[src/rtl/ray_box_slab_intersection_defines.svh]
// assertion macros shared by the ray box slab intersection rtl
// no dependencies
`ifndef RAY_BOX_SLAB_INTERSECTION_DEFINES_SVH
`define RAY_BOX_SLAB_INTERSECTION_DEFINES_SVH

// implication checked every clock outside reset
`define RBS_ASSERT_IMP(label, ante, cons, msg) \
  label: assert property (@(posedge clk) disable iff (!rst_n) (ante) |-> (cons)) \
    else $error(msg);

// implication whose consequent is checked in the next cycle
`define RBS_ASSERT_NEXT(label, ante, cons, msg) \
  label: assert property (@(posedge clk) disable iff (!rst_n) (ante) |=> (cons)) \
    else $error(msg);

`endif

[src/rtl/rbs_pkg.sv]
// shared constants and types for the ray box slab intersection block
// no dependencies
`timescale 1ns / 1ps

package rbs_pkg;

  localparam int CoordWidth = 32;
  localparam int FracBits   = 16;
  // difference of two coordinates is one bit wider
  localparam int DiffWidth  = CoordWidth + 1;
  // dividend magnitude: difference shifted by the fraction bits
  localparam int NumWidth   = DiffWidth + FracBits;
  // quotient bits kept before the saturation check
  localparam int QuoWidth   = NumWidth;
  // pipeline depth of the divider: one quotient bit a stage
  localparam int DivStages  = QuoWidth;
  localparam int NumLanes   = 6;

  typedef logic signed [CoordWidth-1:0] coord_t;

  localparam coord_t CoordMax = coord_t'({1'b0, {(CoordWidth-1){1'b1}}});
  localparam coord_t CoordMin = coord_t'({1'b1, {(CoordWidth-1){1'b0}}});

  // per-item side information carried beside the lanes
  typedef struct packed {
    logic [2:0] zero_dir;
    logic       miss;
  } rbs_side_t;

endpackage

[src/rtl/rbs_merge.sv]
// merging stage: sorts slab pairs and reduces to entry, exit and hit
// depends on rbs_pkg
`timescale 1ns / 1ps

module rbs_merge
  import rbs_pkg::*;
(
  input  logic      clk,
  input  logic      rst_n,
  input  logic      in_valid,
  input  coord_t    in_t [NumLanes],
  input  rbs_side_t in_side,
  output logic      out_strobe,
  output logic      out_hit,
  output coord_t    out_entry
);

  coord_t near_a [3];
  coord_t far_a  [3];
  coord_t near_r [3];
  coord_t far_r  [3];
  logic   miss_r, vld_r;
  coord_t entry_c, exit_c;
  logic   hit_c;
  logic   strobe_r, hit_r;
  coord_t entry_r;

  // sort each axis, open slab for zero direction
  always_comb begin
    for (int a = 0; a < 3; a++) begin
      if (in_side.zero_dir[a]) begin
        near_a[a] = CoordMin;
        far_a[a]  = CoordMax;
      end else if (in_t[2*a] < in_t[2*a+1]) begin
        near_a[a] = in_t[2*a];
        far_a[a]  = in_t[2*a+1];
      end else begin
        near_a[a] = in_t[2*a+1];
        far_a[a]  = in_t[2*a];
      end
    end
  end

  always_ff @(posedge clk) begin
    if (!rst_n) vld_r <= 1'b0;
    else vld_r <= in_valid;
    near_r <= near_a;
    far_r  <= far_a;
    miss_r <= in_side.miss;
  end

  // max of near, min of far
  always_comb begin
    entry_c = near_r[0];
    exit_c  = far_r[0];
    for (int a = 1; a < 3; a++) begin
      if (near_r[a] > entry_c) entry_c = near_r[a];
      if (far_r[a] < exit_c) exit_c = far_r[a];
    end
    hit_c = !miss_r && (exit_c >= entry_c) && !exit_c[CoordWidth-1];
  end

  always_ff @(posedge clk) begin
    if (!rst_n) strobe_r <= 1'b0;
    else strobe_r <= vld_r;
    hit_r   <= hit_c;
    entry_r <= hit_c ? entry_c : '0;
  end

  assign out_strobe = strobe_r;
  assign out_hit    = hit_r;
  assign out_entry  = entry_r;

endmodule

[config.mk]
export PLATFORM = sky130hd
export DESIGN_NAME = rbs_merge
export DESIGN_NICKNAME = d
export VERILOG_FILES = /design/src/rtl/ray_box_slab_intersection_defines.svh /design/src/rtl/rbs_pkg.sv /design/src/rtl/rbs_merge.sv
export SDC_FILE = /design/constraint.sdc
export NUM_CORES = 1
export LEC_CHECK = 0
export ABC_AREA = 1
export ABC_CLOCK_PERIOD_IN_PS = 5800
export BUFFER_PORTS_ARGS = -buffer_cell sky130_fd_sc_hd__clkbuf_2
export CAP_MARGIN = 20
export CORE_ASPECT_RATIO = 2
export CORE_MARGIN = 10
export CORE_UTILIZATION = 40
export DETAILED_ROUTE_END_ITERATION = 10
export PLACE_DENSITY = 0.58
export SLEW_MARGIN = 20
export SYNTH_ARGS = -nofsm -noshare
export SYNTH_HDL_FRONTEND = slang
export SYNTH_SLANG_ARGS = --single-unit
[constraint.sdc]
create_clock -name clk -period 5.8 [get_ports clk]
set_input_delay 0 -clock clk [delete_from_list [all_inputs] [get_ports clk]]
set_output_delay 0 -clock clk [all_outputs]
set_load 0.05 [all_outputs]
* Word level (Yosys, flattened, before mapping) *
Cells that the tools add are included.

word-level totals
  flip-flop bits (word level) = 228
  input port bits = 199
  output and inout port bits = 34

operators by class
  magnitude comparators = 8
  muxes and demuxes = 10
  reduce and logical (&&, ||, !) cells = 4

operator list
  cell                                count
  two-way mux 32 bit                  10
  less-than comparator 32 bit         5
  > comparator 32 bit                 2
  greater-or-equal comparator 32 bit  1
  logical AND 1 bit                   2
  zero test 1 bit                     2

* Longest topological paths before layout *
  depth after elaboration = 7
  depth in mapped cells = 45
  gate-level depth less buffers = 42

* Least setup slack after synthesis *
No wires, ideal clock.

  path type = register to register
  start = register near_r[95] (netlist name)
  end = register entry_r[10] (netlist: out_entry[10])
  setup time = 62 ps
  arrival = 5,589 ps
  slack = 149 ps
  cell stages (with the launch flop) = 39
  buffers on the path = 3
  clock period less this slack = 5,651 ps
  cells stage by stage = dfxtp_1 > inv_1 > ha_1 > nand4_1 > or3_1 > nor4b_2 > nand3_1 > nand2_1 > nand2_1 > o21ai_1 > nand2_2 > buf_2 > nand2_1 > o21ai_0 > ha_1 > a21oi_1 > o21ai_1 > a21oi_1 > [... 3 more ...] > a211oi_1 > nand3_1 > nand3_1 > clkbuf_1 > nand2_1 > o21ai_0 > ha_1 > a21oi_1 > o211ai_1 > nand2_1 > a31o_2 > o2111ai_1 > a211oi_1 > xnor2_1 > a21oi_1 > nand3_4 > buf_6 > nor2_2

between the ends
  word-level cells in the longest chain between the ends = 7

ends and longest elaborated chain
  element                             RTL line         text
  start: declaration                  rbs_merge.sv:20  coord_t near_r [3];
  start signal: assignment            rbs_merge.sv:47  near_r <= near_a;
  > comparator 32 bit                 rbs_merge.sv:57  if (near_r[a] > entry_c) entry_c = near_r[a];
  two-way mux 32 bit (*)              rbs_merge.sv:57
  > comparator 32 bit                 rbs_merge.sv:57
  two-way mux 32 bit (*)              rbs_merge.sv:57
  greater-or-equal comparator 32 bit  rbs_merge.sv:60  hit_c = !miss_r && (exit_c >= entry_c) && !exit_c[CoordWidth-1];
  logical AND 1 bit (2 in a row)      rbs_merge.sv:60
  end signal: assignment              rbs_merge.sv:67  entry_r <= hit_c ? entry_c : '0;
  end: declaration                    rbs_merge.sv:26  coord_t entry_r;

Mark *: on every way between the ends. The rest lies on a longest branch, timed or not.
A chain may end at the register's enable or synchronous reset.

* Final worst setup path *
  start = register near_r[95] (netlist name)
  end = register entry_r[0] (netlist: out_entry[0])

The elaborated chain is that of the path after synthesis.

==> summary.md <==
| Metric | Value |
|---|---|
| Status | `finished with violations` |
| Failing checks | `negative setup slack` |
| Crit-path most repeated cell | `nand2_2` |
| Area share of fa/ha/maj cells after synthesis | `between 20% and 30%` |
| Pwr per Cell Area | `roughly 410 mW/mm²` |
| Synth Area in Simple Gates | `18.45%` |
| Fmax | `about 160 MHz` |
| DPL Wire Length | `between 30000 and 40000 µm` |
| HP Class | `input pin to register` |
| Main combinational cell family by area after synthesis | `adder cells` |
| P&R area growth vs syn | `54.57%` |
| Startpoint types | `register` |
| Largest net degree at the start of global routing | `between 60 and 70` |
| Skew-Pair Late Insertion Delay | `approximately 0.53 ns` |
| Syn Nets | `2399` |
| First-pass GRT wire length | `80460 µm` |
| Number of enable flip-flop cells after synthesis | `0` |
| Synth Flop Type | `dfxtp_1` |
| Synth Register Bits | `roughly 230` |
| Layout cells sized above 1 | `about 26%` |
| First DRT Iteration DRCs | `~590` |
| Final Setup Violations | `33` |
| Via density | `approximately 5` |
| Final WS setup | `-0.5210 ns` |
| Routed via count | `15797` |
| Avg Synthesized Cell Area | `7.545 µm²` |
| Die W | `approximately 160 µm` |
| Min cycle time layout | `~6.3 ns` |
| Clk pin slew, worst setup/hold paths | `0.07 ns` |
| Compound-cell area share of the yosys netlist | `20.82%` |
| Initial antenna violation count | `6` |
| Setup Crit Path Kind | `register to register` |
| Tot Pwr | `9.432 mW` |
| Mux cell area share after synthesis | `0%` |
| CP Data Arrival Time | `6.78 ns` |
| Worst-path fanout max | `23` |
| Multi-input gate area | `0.009612 mm²` |
| Setup TNS | `-15.82 ns` |
| Post-synthesis sequential area ratio | `slightly above 30%` |
| Ys Warns | `0` |
| GRT Total Usage | `about 21%` |
| Slowest stage delay, CP | `roughly 0.44 ns` |
| Vias in the first global route | `roughly 16000` |
| Final core occ | `62.42%` |
| Max Cap Viol | `0` |
| CP required | `between 6 and 7 ns` |
| Number of buffers created by CTS | `22` |
| Initial Utilization | `between 40% and 50%` |
| Post-Syn Instances | `roughly 1900` |
| Critical-path top delay cell | `or3_4` |
| Bufs on Longest Clock Path | `3` |
| Leak | `around 11 nW` |
| Routed len/inst | `~16 µm` |
| Antenna Violating Nets Remaining | `0` |
| Most common cell in the synthesized netlist | `nand2_1` |
| Sink Count | `between 200 and 250` |
| Fin cells | `about 3200` |
| Worst-Margin Slew | `0.7602 ns` |
| XOR/XNOR Fraction of Synth Area | `less than 1%` |
| Overflow after GRT | `0` |
| Site Rows | `99` |
| Hold violation total from the final report | `0` |
| GPL Wtd Cong | `slightly below 0.9` |
| Wirelength, routed | `between 50000 and 60000 µm` |
| Post-synthesis cell area | `0.01471 mm²` |
| Synth cell count leaders | `nand2_1 (352), ha_1 (251), dfxtp_1 (228), inv_1 (213), nor2_1 (204)` |
| Final Cycle Share | `109.0%` |
| IO Pins | `233` |
| Die ar. | `~0.045 mm²` |
| Drc violations | `0` |
| CTS tree | `done` |
| Relative slew slack | `between 40% and 50%` |
| Synth unique cells | `42` |
| H-tree depth | `1` |
| Pre-CTS setup slack | `-0.8303 ns` |
| RSZ-0062 raised after global routing | `true` |
| # port buffers | `232` |
| Fill count | `3175` |
| Root Driver | `clkbuf_16` |
| Reg area | `between 0.004 and 0.005 mm²` |
| Post-Route Skew | `approximately 0.01 ns` |
| Asr flop ratio synth | `0%` |
| Cell taking the most area after synthesis | `dfxtp_1` |
| Largest cells by area after synthesis | `dfxtp_1 (31%), ha_1 (21%), nand2_1 (9.0%)` |
| Die span in y | `about 290 µm` |
| Dpl cells | `2775` |
| 1st-pass router iterations | `5` |
| Final Max Slew Viols | `0` |
| Nets@finish | `approximately 3100` |
| Max VDD drop | `roughly 0.0003 V` |
| CP Capture Type | `register` |
| Synth top area share | `31.04%` |
| Core area | `about 0.036 mm²` |
[placed cells by master, fill, tap and decap left out, drive strengths merged, types with 29 or more instances in the layout]
cell type,n
nor2,228
a21oi,157
inv,214
a211oi,73
dlygate4sd3,292
clkbuf,264
dfxtp,228
o21ai,159
ha,251
buf,257
o211ai,105
nand2,359
nand3,29
[power by group]
part	switching, mW	internal [mW]	leakage (nW)	total, mW
combinational	3.17	2.91	8.78	6.08
clock	0.624	0.811	0.352	1.43
sequential	0.128	1.79	1.90	1.92
total	3.92	5.51	11.0	9.43
[per-stage QoR]
step | area [µm²] | hold slack [ns]
finish | 22730 | 0.03245
global route | 22730 | 0.05158
CTS | 22260 | 0.007370
detailed placement | 17820 | 0.1081
global placement | 17820 | 0.1047
floorplan | 14710 | 0.02772
[worst max-delay path: cells and delay by family (launching register included)]
kind,cells,cell delay (ns)
AND/OR/NAND/NOR,15,2.24
AO/OA/AOI/OAI,13,1.72
buffers and inverters,6,0.99
adder cells (fa/ha/maj),3,0.80
flip-flops,1,0.35
XOR/XNOR,1,0.14
[timing repair]
item                                    4_1_cts  5_1_grt
endpoints found under the setup margin       33       33
buffers inserted                             14       11
pin swaps                                    29       28
hold endpoints to repair                    195        0
gates cloned                                  9        3
gates resized for setup                     117       68
hold buffers                                292        0
[state kept, by name (all words and copies together), names as in the netlist]
name / count
miss_r: 1
near_r: 96
far_r: 96
vld_r: 1
out_strobe: 1
out_hit: 1
out_entry: 32
[logic make-up (layout without fill, tap and decap cells)]
family / Yosys count / after routing
AOI/OAI and AO/OA: 512 / 512
xor gates and xnor gates: 2 / 2
adders and majority gates: 251 / 251
buffers and inverters: 301 / 1041
DFF: 228 / 228
other: 0 / 6
and+or+nand+nor: 655 / 657
[final timing paths]
path                                             from                      end  slack [ns]  cells after the start
worst max-delay path            near_r[95]$_SDFF_PP1_  out_entry[0]$_SDFF_PN0_       -0.52                     38
worst min-delay path                       in_side[3]    near_r[26]$_SDFF_PP0_        0.03                      3
worst max register to register  near_r[95]$_SDFF_PP1_  out_entry[0]$_SDFF_PN0_       -0.52                     38
worst min register to register       vld_r$_SDFF_PN0_    out_strobe$_SDFF_PN0_        0.43                      2
[final cells by class]
| cell class | count | area share [%] |
|---|---|---|
| antenna | 6 | 0.06605 |
| clock buffer | 30 | 2.780 |
| multi-input combinational | 1422 | 42.29 |
| sequential | 228 | 20.12 |
| timing repair buffer | 783 | 28.27 |
| clock inverter | 10 | 0.3688 |
| tap | 454 | 2.499 |
| inverter | 218 | 3.611 |
[routing by layer]
metal | vias to the layer above | GRT usage (%) | wire, µm
met5 | - | 0 | 0
met4 | 0 | 8.891 | 2043
met3 | 98 | 2.540 | 1923
met2 | 351 | 39.97 | 26370
met1 | 7201 | 23.58 | 19740
li1 | 8147 | - | -
Note: power is estimated with default switching activity, not from simulation.
